[src/rtl/core/dfp_pkg.sv]
// ----------------------------------------------------------------------------
// dfp_pkg
// Shared constants for the detection frame parser: register indices, frame
// layout and reset values.
// ----------------------------------------------------------------------------
`default_nettype none

package dfp_pkg;

	localparam int CFG_IW = 2;
	localparam int CFG_DW = 11;

	localparam logic [CFG_IW-1:0] CFG_START_BYTE = 2'd0;
	localparam logic [CFG_IW-1:0] CFG_END_BYTE   = 2'd1;
	localparam logic [CFG_IW-1:0] CFG_MAX_LEN    = 2'd2;

	localparam logic [CFG_DW-1:0] MAX_FRAME = 11'd1024;

	localparam logic [7:0]  BOX_TYPE   = 8'd2;
	localparam logic [15:0] HDR_BYTES  = 16'd7;
	localparam logic [15:0] MIN_LEN    = 16'd5;
	localparam logic [16:0] FIXED_NEED = 17'd13;
	localparam logic [16:0] BOX_NEED   = 17'd8;

endpackage

`default_nettype wire

[src/rtl/core/dfp_ram.sv]
// ----------------------------------------------------------------------------
// dfp_ram
// Generic single write port, single read port RAM with registered read data.
// ----------------------------------------------------------------------------
`default_nettype none

module dfp_ram #(
	parameter int WIDTH = 8,
	parameter int DEPTH = 32
) (
	input  wire logic                                          clk,
	input  wire logic                                          we,
	input  wire logic [((DEPTH > 1) ? $clog2(DEPTH) : 1)-1:0]  waddr,
	input  wire logic [WIDTH-1:0]                              wdata,
	input  wire logic                                          re,
	input  wire logic [((DEPTH > 1) ? $clog2(DEPTH) : 1)-1:0]  raddr,
	output      logic [WIDTH-1:0]                              rdata
);
	logic [WIDTH-1:0] mem_q [DEPTH];

	always_ff @(posedge clk) begin
		if (we) begin
			mem_q[waddr] <= wdata;
		end
		if (re) begin
			rdata <= mem_q[raddr];
		end
	end

endmodule

`default_nettype wire

[src/rtl/core/detection_frame_parser.sv]
// ----------------------------------------------------------------------------
// detection_frame_parser
// Byte-serial parser for length-prefixed detection frames with XOR checksum.
// ----------------------------------------------------------------------------
// Sequence: after the end byte the label store is read (ST_EMIT_RD) and the
//   first result is then presented (ST_EMIT_OUT); each further result repeats
//   the label store read and the output state, which holds until out_ready.
// Throughput: one byte per cycle while parsing; no byte is taken while a
//   frame's results are being emitted.
// Reset: hunting, start/end byte zero, length limit 1024; label store undefined.
`default_nettype none

module detection_frame_parser #(
	parameter int LABEL_MAX = 32
) (
	input  wire logic                        clk,
	input  wire logic                        arst_n,
	input  wire logic                        in_valid,
	output      logic                        in_ready,
	input  wire logic [7:0]                  rx_byte,
	output      logic                        out_valid,
	input  wire logic                        out_ready,
	output      logic [7:0]                  record_type,
	output      logic [15:0]                 object_id,
	output      logic [15:0]                 class_id,
	output      logic [5:0]                  label_length,
	output      logic [7:0]                  label_char,
	output      logic [31:0]                 confidence_bits,
	output      logic [15:0]                 box_x,
	output      logic [15:0]                 box_y,
	output      logic [15:0]                 box_width,
	output      logic [15:0]                 box_height,
	output      logic [7:0]                  frame_checksum,
	output      logic                        last_of_object,
	input  wire logic                        cfg_valid,
	output      logic                        cfg_ready,
	input  wire logic [dfp_pkg::CFG_IW-1:0]  cfg_index,
	input  wire logic [dfp_pkg::CFG_DW-1:0]  cfg_data
);
	import dfp_pkg::*;

	localparam int LAW = (LABEL_MAX > 1) ? $clog2(LABEL_MAX) : 1;

	typedef enum logic [2:0] {
		ST_HUNT,
		ST_LEN_HI,
		ST_LEN_LO,
		ST_BODY,
		ST_EMIT_RD,
		ST_EMIT_OUT
	} state_t;

	state_t      state_q;
	logic [7:0]  start_q;
	logic [7:0]  end_q;
	logic [10:0] maxlen_q;
	logic [7:0]  len_hi_q;
	logic [10:0] body_len_q;
	logic [10:0] pos_q;
	logic [7:0]  xor_q;
	logic [7:0]  rxck_q;
	logic [7:0]  type_q;
	logic [15:0] id_q;
	logic [15:0] class_q;
	logic [15:0] lab_q;
	logic [31:0] conf_q;
	logic [15:0] bx_q;
	logic [15:0] by_q;
	logic [15:0] bw_q;
	logic [15:0] bh_q;
	logic [6:0]  idx_q;

	logic        in_acc;
	logic [15:0] frame_len;
	logic        pos_last;
	logic [15:0] off;
	logic [15:0] kk;
	logic        in_label;
	logic [16:0] need;
	logic        frame_ok;
	logic        is_box;
	logic [6:0]  emit_cnt;
	logic        emit_last;
	logic        ram_we;
	logic [LAW-1:0] ram_waddr;
	logic [LAW-1:0] ram_raddr;
	logic [7:0]  ram_rdata;

	assign in_ready  = (state_q == ST_HUNT) || (state_q == ST_LEN_HI) ||
	                   (state_q == ST_LEN_LO) || (state_q == ST_BODY);
	assign in_acc    = in_valid && in_ready;
	assign cfg_ready = 1'b1;

	assign frame_len = {len_hi_q, rx_byte};
	assign pos_last  = ({1'b0, pos_q} + 12'd1) == {1'b0, body_len_q};
	assign off       = {5'd0, pos_q} - HDR_BYTES;
	assign kk        = off - lab_q;
	assign in_label  = off < lab_q;
	assign is_box    = type_q == BOX_TYPE;
	assign need      = {1'b0, lab_q} + FIXED_NEED + (is_box ? BOX_NEED : 17'd0);
	assign frame_ok  = (rx_byte == end_q) && (xor_q == rxck_q) &&
	                   (lab_q <= 16'(LABEL_MAX)) && ({6'd0, body_len_q} >= need);

	assign emit_cnt  = (lab_q == 16'd0) ? 7'd1 : lab_q[6:0];
	assign emit_last = (idx_q + 7'd1) == emit_cnt;

	assign ram_we    = in_acc && (state_q == ST_BODY) && !pos_last &&
	                   ({5'd0, pos_q} >= HDR_BYTES) && in_label &&
	                   (off < 16'(LABEL_MAX));
	assign ram_waddr = off[LAW-1:0];
	assign ram_raddr = idx_q[LAW-1:0];

	dfp_ram #(
		.WIDTH (8),
		.DEPTH (LABEL_MAX)
	) u_label_ram (
		.clk   (clk),
		.we    (ram_we),
		.waddr (ram_waddr),
		.wdata (rx_byte),
		.re    (state_q == ST_EMIT_RD),
		.raddr (ram_raddr),
		.rdata (ram_rdata)
	);

	always_ff @(posedge clk or negedge arst_n) begin
		if (!arst_n) begin
			state_q    <= ST_HUNT;
			start_q    <= 8'd0;
			end_q      <= 8'd0;
			maxlen_q   <= MAX_FRAME;
			len_hi_q   <= 8'd0;
			body_len_q <= 11'd0;
			pos_q      <= 11'd0;
			xor_q      <= 8'd0;
			rxck_q     <= 8'd0;
			type_q     <= 8'd0;
			id_q       <= 16'd0;
			class_q    <= 16'd0;
			lab_q      <= 16'd0;
			conf_q     <= 32'd0;
			bx_q       <= 16'd0;
			by_q       <= 16'd0;
			bw_q       <= 16'd0;
			bh_q       <= 16'd0;
			idx_q      <= 7'd0;
		end else begin
			if (cfg_valid && cfg_ready) begin
				case (cfg_index)
					CFG_START_BYTE: start_q  <= cfg_data[7:0];
					CFG_END_BYTE:   end_q    <= cfg_data[7:0];
					CFG_MAX_LEN:    maxlen_q <= cfg_data;
					default: ;
				endcase
			end
			case (state_q)
				ST_HUNT: begin
					if (in_acc && rx_byte == start_q) begin
						xor_q   <= rx_byte;
						type_q  <= 8'd0;
						id_q    <= 16'd0;
						class_q <= 16'd0;
						lab_q   <= 16'd0;
						conf_q  <= 32'd0;
						bx_q    <= 16'd0;
						by_q    <= 16'd0;
						bw_q    <= 16'd0;
						bh_q    <= 16'd0;
						state_q <= ST_LEN_HI;
					end
				end
				ST_LEN_HI: begin
					if (in_acc) begin
						len_hi_q <= rx_byte;
						xor_q    <= xor_q ^ rx_byte;
						state_q  <= ST_LEN_LO;
					end
				end
				ST_LEN_LO: begin
					if (in_acc) begin
						xor_q      <= xor_q ^ rx_byte;
						pos_q      <= 11'd0;
						rxck_q     <= 8'd0;
						body_len_q <= frame_len[10:0] - 11'd3;
						if (frame_len > {5'd0, maxlen_q} || frame_len < MIN_LEN) begin
							state_q <= ST_HUNT;
						end else begin
							state_q <= ST_BODY;
						end
					end
				end
				ST_BODY: begin
					if (in_acc) begin
						if (pos_last) begin
							idx_q   <= 7'd0;
							state_q <= frame_ok ? ST_EMIT_RD : ST_HUNT;
						end else begin
							if (pos_q != 11'd0) begin
								xor_q <= xor_q ^ rxck_q;
							end
							rxck_q <= rx_byte;
							pos_q  <= pos_q + 11'd1;
							case (pos_q)
								11'd0: type_q        <= rx_byte;
								11'd1: id_q[15:8]    <= rx_byte;
								11'd2: id_q[7:0]     <= rx_byte;
								11'd3: class_q[15:8] <= rx_byte;
								11'd4: class_q[7:0]  <= rx_byte;
								11'd5: lab_q[15:8]   <= rx_byte;
								11'd6: lab_q[7:0]    <= rx_byte;
								default: begin
									if (!in_label && kk < 16'd12) begin
										case (kk[3:0])
											4'd0:  conf_q[7:0]   <= rx_byte;
											4'd1:  conf_q[15:8]  <= rx_byte;
											4'd2:  conf_q[23:16] <= rx_byte;
											4'd3:  conf_q[31:24] <= rx_byte;
											4'd4:  bx_q[15:8]    <= rx_byte;
											4'd5:  bx_q[7:0]     <= rx_byte;
											4'd6:  by_q[15:8]    <= rx_byte;
											4'd7:  by_q[7:0]     <= rx_byte;
											4'd8:  bw_q[15:8]    <= rx_byte;
											4'd9:  bw_q[7:0]     <= rx_byte;
											4'd10: bh_q[15:8]    <= rx_byte;
											4'd11: bh_q[7:0]     <= rx_byte;
											default: ;
										endcase
									end
								end
							endcase
						end
					end
				end
				ST_EMIT_RD: begin
					state_q <= ST_EMIT_OUT;
				end
				ST_EMIT_OUT: begin
					if (out_ready) begin
						if (emit_last) begin
							state_q <= ST_HUNT;
						end else begin
							idx_q   <= idx_q + 7'd1;
							state_q <= ST_EMIT_RD;
						end
					end
				end
				default: state_q <= ST_HUNT;
			endcase
		end
	end

	assign out_valid       = state_q == ST_EMIT_OUT;
	assign record_type     = type_q;
	assign object_id       = id_q;
	assign class_id        = class_q;
	assign label_length    = lab_q[5:0];
	assign label_char      = (lab_q == 16'd0) ? 8'd0 : ram_rdata;
	assign confidence_bits = conf_q;
	assign box_x           = is_box ? bx_q : 16'd0;
	assign box_y           = is_box ? by_q : 16'd0;
	assign box_width       = is_box ? bw_q : 16'd0;
	assign box_height      = is_box ? bh_q : 16'd0;
	assign frame_checksum  = xor_q;
	assign last_of_object  = emit_last;

endmodule

`default_nettype wire

[config.mk]
export PLATFORM = sky130hd
export DESIGN_NAME = detection_frame_parser
export DESIGN_NICKNAME = d
export VERILOG_FILES = /design/src/rtl/core/dfp_pkg.sv /design/src/rtl/core/dfp_ram.sv /design/src/rtl/core/detection_frame_parser.sv
export SDC_FILE = /design/constraint.sdc
export NUM_CORES = 1
export LEC_CHECK = 0
export ABC_CLOCK_PERIOD_IN_PS = 5100
export BUFFER_PORTS_ARGS = -buffer_cell sky130_fd_sc_hd__buf_4
export CAP_MARGIN = 30
export CORE_MARGIN = 2
export CORE_UTILIZATION = 39
export CTS_BUF_LIST = sky130_fd_sc_hd__clkbuf_4 sky130_fd_sc_hd__clkbuf_8
export CTS_CLUSTER_SIZE = 10
export DETAILED_ROUTE_END_ITERATION = 7
export PLACE_DENSITY = 0.56
export SLEW_MARGIN = 5
export SYNTH_ARGS = -nofsm -noshare
export SYNTH_HDL_FRONTEND = slang
export SYNTH_HIERARCHICAL = 1
export SYNTH_SLANG_ARGS = --single-unit
[constraint.sdc]
create_clock -name clk -period 5.1 [get_ports clk]
set_clock_uncertainty 0.05 [all_clocks]
set_input_delay 0.255 -clock clk [delete_from_list [all_inputs] [get_ports clk]]
set_output_delay 0.255 -clock clk [all_outputs]
set_load 0.01 [all_outputs]
# Yosys cells after proc, flatten, opt, wreduce, memory -nomap -nowiden
# Memories as Yosys holds them, arrays and structs flattened. A register that Yosys moved wholly into a read port is not among the register bits.
# Index checks and enable logic that the tools add are counted.
op_classes:
  addsub: 8
  magnitude_cmp: 8
  eq_ne: 61
  n_mux: 97
  bitwise: 2
  reduce_logical: 57
ops:
  columns: ["operator", "count"]
  rows:
  - ["2-to-1 mux 16 bit", 27]
  - ["2-to-1 mux 8 bit", 31]
  - ["one-hot mux 16 bit (2 select lines)", 7]
  - ["2-to-1 mux 32 bit", 5]
  - ["AND reduction 7 bit", 12]
  - ["one-hot mux 32 bit (2 select lines)", 1]
  - ["!= test 2 x 1 -> 1 bit, second input constant", 24]
  - ["AND reduction 5 bit", 8]
  - ["2-to-1 mux 7 bit", 5]
  - ["equality test 11 x 3 -> 1 bit, second input constant", 3]
  - ["2-to-1 mux 11 bit", 3]
  - ["one-hot mux 8 bit (2 select lines)", 2]
  - ["equality test 8 bit", 3]
  - ["2-to-1 mux 3 bit", 8]
  - ["one-hot mux 8 bit (3 select lines)", 1]
  - ["equality test 11 x 2 -> 1 bit, second input constant", 2]
  - ["one-hot mux 11 bit (2 select lines)", 1]
  - ["one-hot mux 3 bit (6 select lines)", 1]
  - ["adder 16 x 4 -> 17 bit, second input constant", 1]
  - ["adder 17 x 4 -> 17 bit", 1]
  - [">= comparator 11 x 17 -> 1 bit", 1]
  - ["equality test 4 x 3 -> 1 bit, second input constant", 4]
  - ["equality test 4 bit, second input constant", 4]
  - ["greater-than comparator 16 x 11 -> 1 bit", 1]
  - ["45 further kinds", 77]
totals:
  ff_bits: 235
  ram_bits: 256
  in_bits: 26
  output_inout_bits: 162
  wordCells: 263
  mem_count: 1
memory_table:
  columns: ["memory", "depth", "width", "read_ports", "rd_ports_with_merged_regs", "wr", "line_no", "source"]
  rows:
  - ["u_label_ram.mem_q", 32, 8, 1, 1, 1, "dfp_ram.sv:19", "logic [WIDTH-1:0] mem_q [DEPTH];"]

# Depth between registers and ports, before layout
logic_depth:
  ltp_word: 12
  depth_mapped: 21
  ltp_nobuf: 20

# Cells and area by module
# The synthesis kept the hierarchy.
modules_own_cells:
  columns: ["module", "n_inst", "cells_per_inst", "area_per_inst_um2", "seq_area_each_um2"]
  rows:
  - ["detection_frame_parser", 1, 1390, 13665.6, 5881.9]
  - ["dfp_ram", 1, 417, 10133.5, 7927.6]

# Worst setup path after synthesis
# Ideal clock, no wire load.
synth_path:
  path_kind: "register -> register"
  startpoint: "register pos_q[2]"
  endpoint: "memory u_label_ram.mem_q[28][0], enable pin"
  setup_ps: 370
  arrival_time_ps: 3761
  t_required_ps: 4680
  slack_ps: 918
  path_stages_with_launch: 19
  path_buffers: 4
  period_less_slack_ps: 4182
  path_cell_list: "dfrtp_1 buf_2 and3_1 buf_2 nor3_1 nand2_1 nor3_1 xor2_1 ha_1 buf_2 a21oi_1 o21ai_0 a21oi_1 nand3b_1 a21oi_1 nor2_1 or3b_2 clkbuf_1 nor2_1"
synth_between:
  elab_chain_cells: 9
  elab_cells_between_ends: 13
  cone_classes: "2 x add/sub; 3 x order compare; 1 x eq/ne; 2 x mux; 5 x reduce/logical"
synth_lines:
  columns: ["item", "line_no", "source"]
  rows:
  - ["start: declaration", "detection_frame_parser.sv:59", "logic [10:0] pos_q;"]
  - ["start signal: assignment", "detection_frame_parser.sv:202", "pos_q <= pos_q + 11'd1;"]
  - ["branches (longest 6 deep; another with less-than comparator 16 bit)", null, null]
  - ["logical AND 1 bit (*)", "detection_frame_parser.sv:108", "({5'd0, pos_q} >= HDR_BYTES) && in_label &&"]
  - ["net ram_we", "detection_frame_parser.sv:84", "logic ram_we;"]
  - ["2-to-1 mux 1 bit (*)", "dfp_ram.sv:22", "if (we) begin"]
  - ["2-to-1 mux 1 bit (not written as such) (*)", "dfp_ram.sv:23", "mem_q[waddr] <= wdata;"]
  - ["end: declaration", "dfp_ram.sv:19", null]
# Mark *: on every way through the listed nets, which the timed path passes.

# Worst setup path after layout
layout_path:
  startpoint: "register pos_q[0]"
  endpoint: "memory u_label_ram.mem_q[20][2], enable pin"
layout_between:
  elab_cells_between_ends: 13
  cone_classes: "2 x add/sub; 3 x order compare; 1 x eq/ne; 2 x mux; 5 x reduce/logical"
layout_lines:
  columns: ["item", "line_no", "source"]
  rows:
  - ["subtractor 11 x 3 -> 12 bit (*)", "detection_frame_parser.sv:96", "assign off = {5'd0, pos_q} - HDR_BYTES;"]
  - ["net off[2]", "detection_frame_parser.sv:76", "logic [15:0] off;"]
  - ["less-than comparator 16 bit", "detection_frame_parser.sv:98", "assign in_label = off < lab_q;"]
  - ["logical AND 1 bit", "detection_frame_parser.sv:108", null]
  - ["logical AND 1 bit (*)", "detection_frame_parser.sv:108", null]
  - ["net ram_we", "detection_frame_parser.sv:84", null]
  - ["2-to-1 mux 1 bit (*)", "dfp_ram.sv:22", null]
  - ["2-to-1 mux 1 bit (not written as such) (*)", "dfp_ram.sv:23", null]
# The timed path passes the listed nets; every way through them passes the cells marked *.

==> flow_summary.toml <==
[yosys]
synth.area.top_cells = "edfxtp_1, dfrtp_1, mux4_2"
syn-cell-area_um2 = 23800
post_synth_num_cell_types = 82
syn-num-nets = 1886
dominantRegCellSynth = "edfxtp_1"
ys_ff_latch = 499
yosysWarnings = 6
async_flop_share = 0.471
yosys.area.top_type_share = 0.333
yosysSeqAreaShare = 0.580
synthCells = 1807
synth.avg_cell_area_um2 = 13.2
synth-edff-count = 264
yosysTopAreaCell = "edfxtp_1"

[sta]
setup_viol = 0
finalSetupTns_ns = 0
slew_viol_final = 0
maxSlewHeadroom = 0.302
finalCritPeriodShare = 0.932
rsz0062_at_grt = "false"
setup_ws_ns = 0.344
hold_slack_ns = 0.0736
min_period_ns = 4.76
worst_pin_slew_ns = 1.05
hold_viol = 0
max_freq_ghz = 0.210

[detailed_routing]
final_antenna_net_count = 0
vias_per_cell = 5.51
vias = 15963
wl_mm = 66.3
drtIter0Drc = 1141
dr.pass1.iters = 5
drc_errors = 0
wl_per_cell_um = 22.9

[pwr]
power_mw = 11.2
powerDensity_nw_per_um2 = 397
p_leak_nw = 11.7
ir_drop_mv = 0.267

[setup_path]
crit_chain = "ha_1 > xor2_1 > ha_1 > a211oi_1 > o211ai_1 > a21oi_1 > nand3b_1 > a21oi_1 > nor2_1 > or3b_2 > nor2_2"
end_kind = "register"
ff2ff_path_depth = 11
cp_top_family = "simple AND/OR/NAND/NOR gates"
startpoint_type = "register"
cp.depth = 11
cpMaxStageDelayCell = "or3b_2"
cp.required_ns = 5.37
worst-path-buf-inv = 0
worstPathArrival_ns = 5.02
path_class = "register to register"
crit_path_max_incr_delay_ns = 0.64
crit_path_max_fanout = 11

[clocking]
clock_latency_ns = 0.69
postCtsSetupRepairBufs = 0
numCtsBuffers = 85
cts_tree = "yes"
clockRootBuffer = "clkbuf_8"
cts_max_level = 3
cts_buffer_depth = 3
cts_sinks = 499
cts.reportedPaths.clkPinSlew_ns = 0.06

[final_layout]
utilization = 0.465
final_common_cell = "edfxtp_1"
drive_gt1_frac = 0.265
fill_cells = 5388
most-common-layout-cells = "edfxtp_1, buf_4, dfrtp_1, nand2_1, mux2i_1"
area_growth_pct = 18.0
fin_nets = 2133
fin_cells = 2896
final_area_um2 = 28100

[place]
pre_cts_slack_ns = 0.260
gp_congestion = 0.878
place_area_um2 = 26200
placed_cells = 2728
dp_hpwl_mm = 43.8
port_buffers = 186

[floorplanning]
die_w_um = 251
die-area_um2 = 63000
row_count = 90
coreArea_um2 = 60400
initial_core_util = 0.394
io_pins = 188
dieHeight_um = 251

[grt]
antenna_found_initial = 1
grt_pass1_vias = 16197
grt_max_degree = 154
grt_overflow = 0
grt.total_usage = 0.211
grt_pass1_wl_mm = 101

[min_path]
holdCritPathClass = "primary input to asynchronous set/reset pin"

[run]
cap_violations = 0

[run_status]
status = "finished clean"
cell usage after synthesis (16+ instances only):
| cell type | n |
|---|---|
| buf_2 | 21 |
| nor3_1 | 36 |
| mux4_2 | 80 |
| o21ai_0 | 71 |
| xnor2_1 | 51 |
| clkbuf_1 | 61 |
| and2_1 | 75 |
| ha_1 | 52 |
| nand2_1 | 160 |
| nand3_1 | 18 |
| xor2_1 | 22 |
| dfrtp_1 | 234 |
| inv_1 | 56 |
| nor4_1 | 16 |
| a22o_1 | 58 |
| mux2_2 | 46 |
| edfxtp_1 | 264 |
| nor2_1 | 97 |
| buf_4 | 16 |
| mux2i_1 | 99 |
| a21oi_1 | 53 |
worst register-to-register path, stage by stage, from the launching register on:
cell and delay [ns]:
dfrtp_1 0.52, ha_1 0.50, xor2_1 0.49, ha_1 0.42, a211oi_1 0.38, o211ai_1 0.16, a21oi_1 0.27, nand3b_1 0.15
a21oi_1 0.10, nor2_1 0.33, or3b_2 0.64, nor2_2 0.39
worst paths after layout:
path	startpoint	end	slack, ns
setup / recovery	pos_q[0]	u_label_ram/mem_q[20][2]	0.34
hold / removal	arst_n	confidence_bits[22]	0.07
setup reg to reg	pos_q[0]	u_label_ram/mem_q[20][2]	0.34
hold reg to reg	maxlen_q[5]	maxlen_q[5]	0.45
max in group asynchronous	arst_n	pos_q[5]	3.56
min in group clk	cfg_index[0]	start_q[3]	0.08
repair_timing:
| action | 4_1_cts | 5_1_grt |
|---|---|---|
| endpoints found under the setup margin | 0 | 8 |
| resized for setup | 0 | 1 |
| hold buffers | 18 | 0 |
| hold endpoints to repair | 127 | 0 |
cell type report:
cell class                 count  area (um^2)  share of cell area
antenna                        2         5.00            0.000178
clock buffer                 127         1550              0.0553
sequential                   499        13800               0.492
clock inverter                18          116             0.00414
tap                          782          978              0.0348
timing repair buffer         274         2160              0.0769
multi-input combinational   1138         9250               0.329
inverter                      56          210             0.00748
sequential cells by signal, indices dropped and copies added (netlist names), 11 cells and up:
name and flops:
bh_q 16, body_len_q 11, bw_q 16, bx_q 16, by_q 16, class_id 16
confidence_bits 32, lab_q 16, maxlen_q 11, object_id 16, pos_q 11, u_label_ram/mem_q 256
cells by family (layout without fill, tap and decap cells):
logic type / after synthesis / count (layout) / synth area share
flip-flops: 499 / 499 / 0.580
other: 1 / 3 / 0.000158
AND/OR/NAND/NOR: 511 / 511 / 0.115
XOR/XNOR: 73 / 73 / 0.0269
adder cells (fa/ha/maj): 53 / 53 / 0.0282
AO/OA/AOI/OAI: 275 / 275 / 0.0785
buffers and inverters: 170 / 475 / 0.0320
multiplexers: 225 / 225 / 0.139
where the power goes:
group          switching [mW]  leakage [nW]  total [mW]  internal [mW]
Clock                    1.64         0.892        3.58           1.95
Combinational            1.70          5.30        2.71           1.01
Sequential              0.322          5.51        4.86           4.54
Total                    3.66          11.7        11.2           7.49
metal layers:
layer / GRT usage / wire length (um) / vias to the layer above
met1: 0.291 / 29300 / 8218
met4: 0.0673 / 1700 / 0
met2: 0.339 / 31600 / 476
li1: - / - / 7167
met5: 0 / 0 / -
met3: 0.0386 / 3690 / 102
Power figures use the tool's default switching activity.
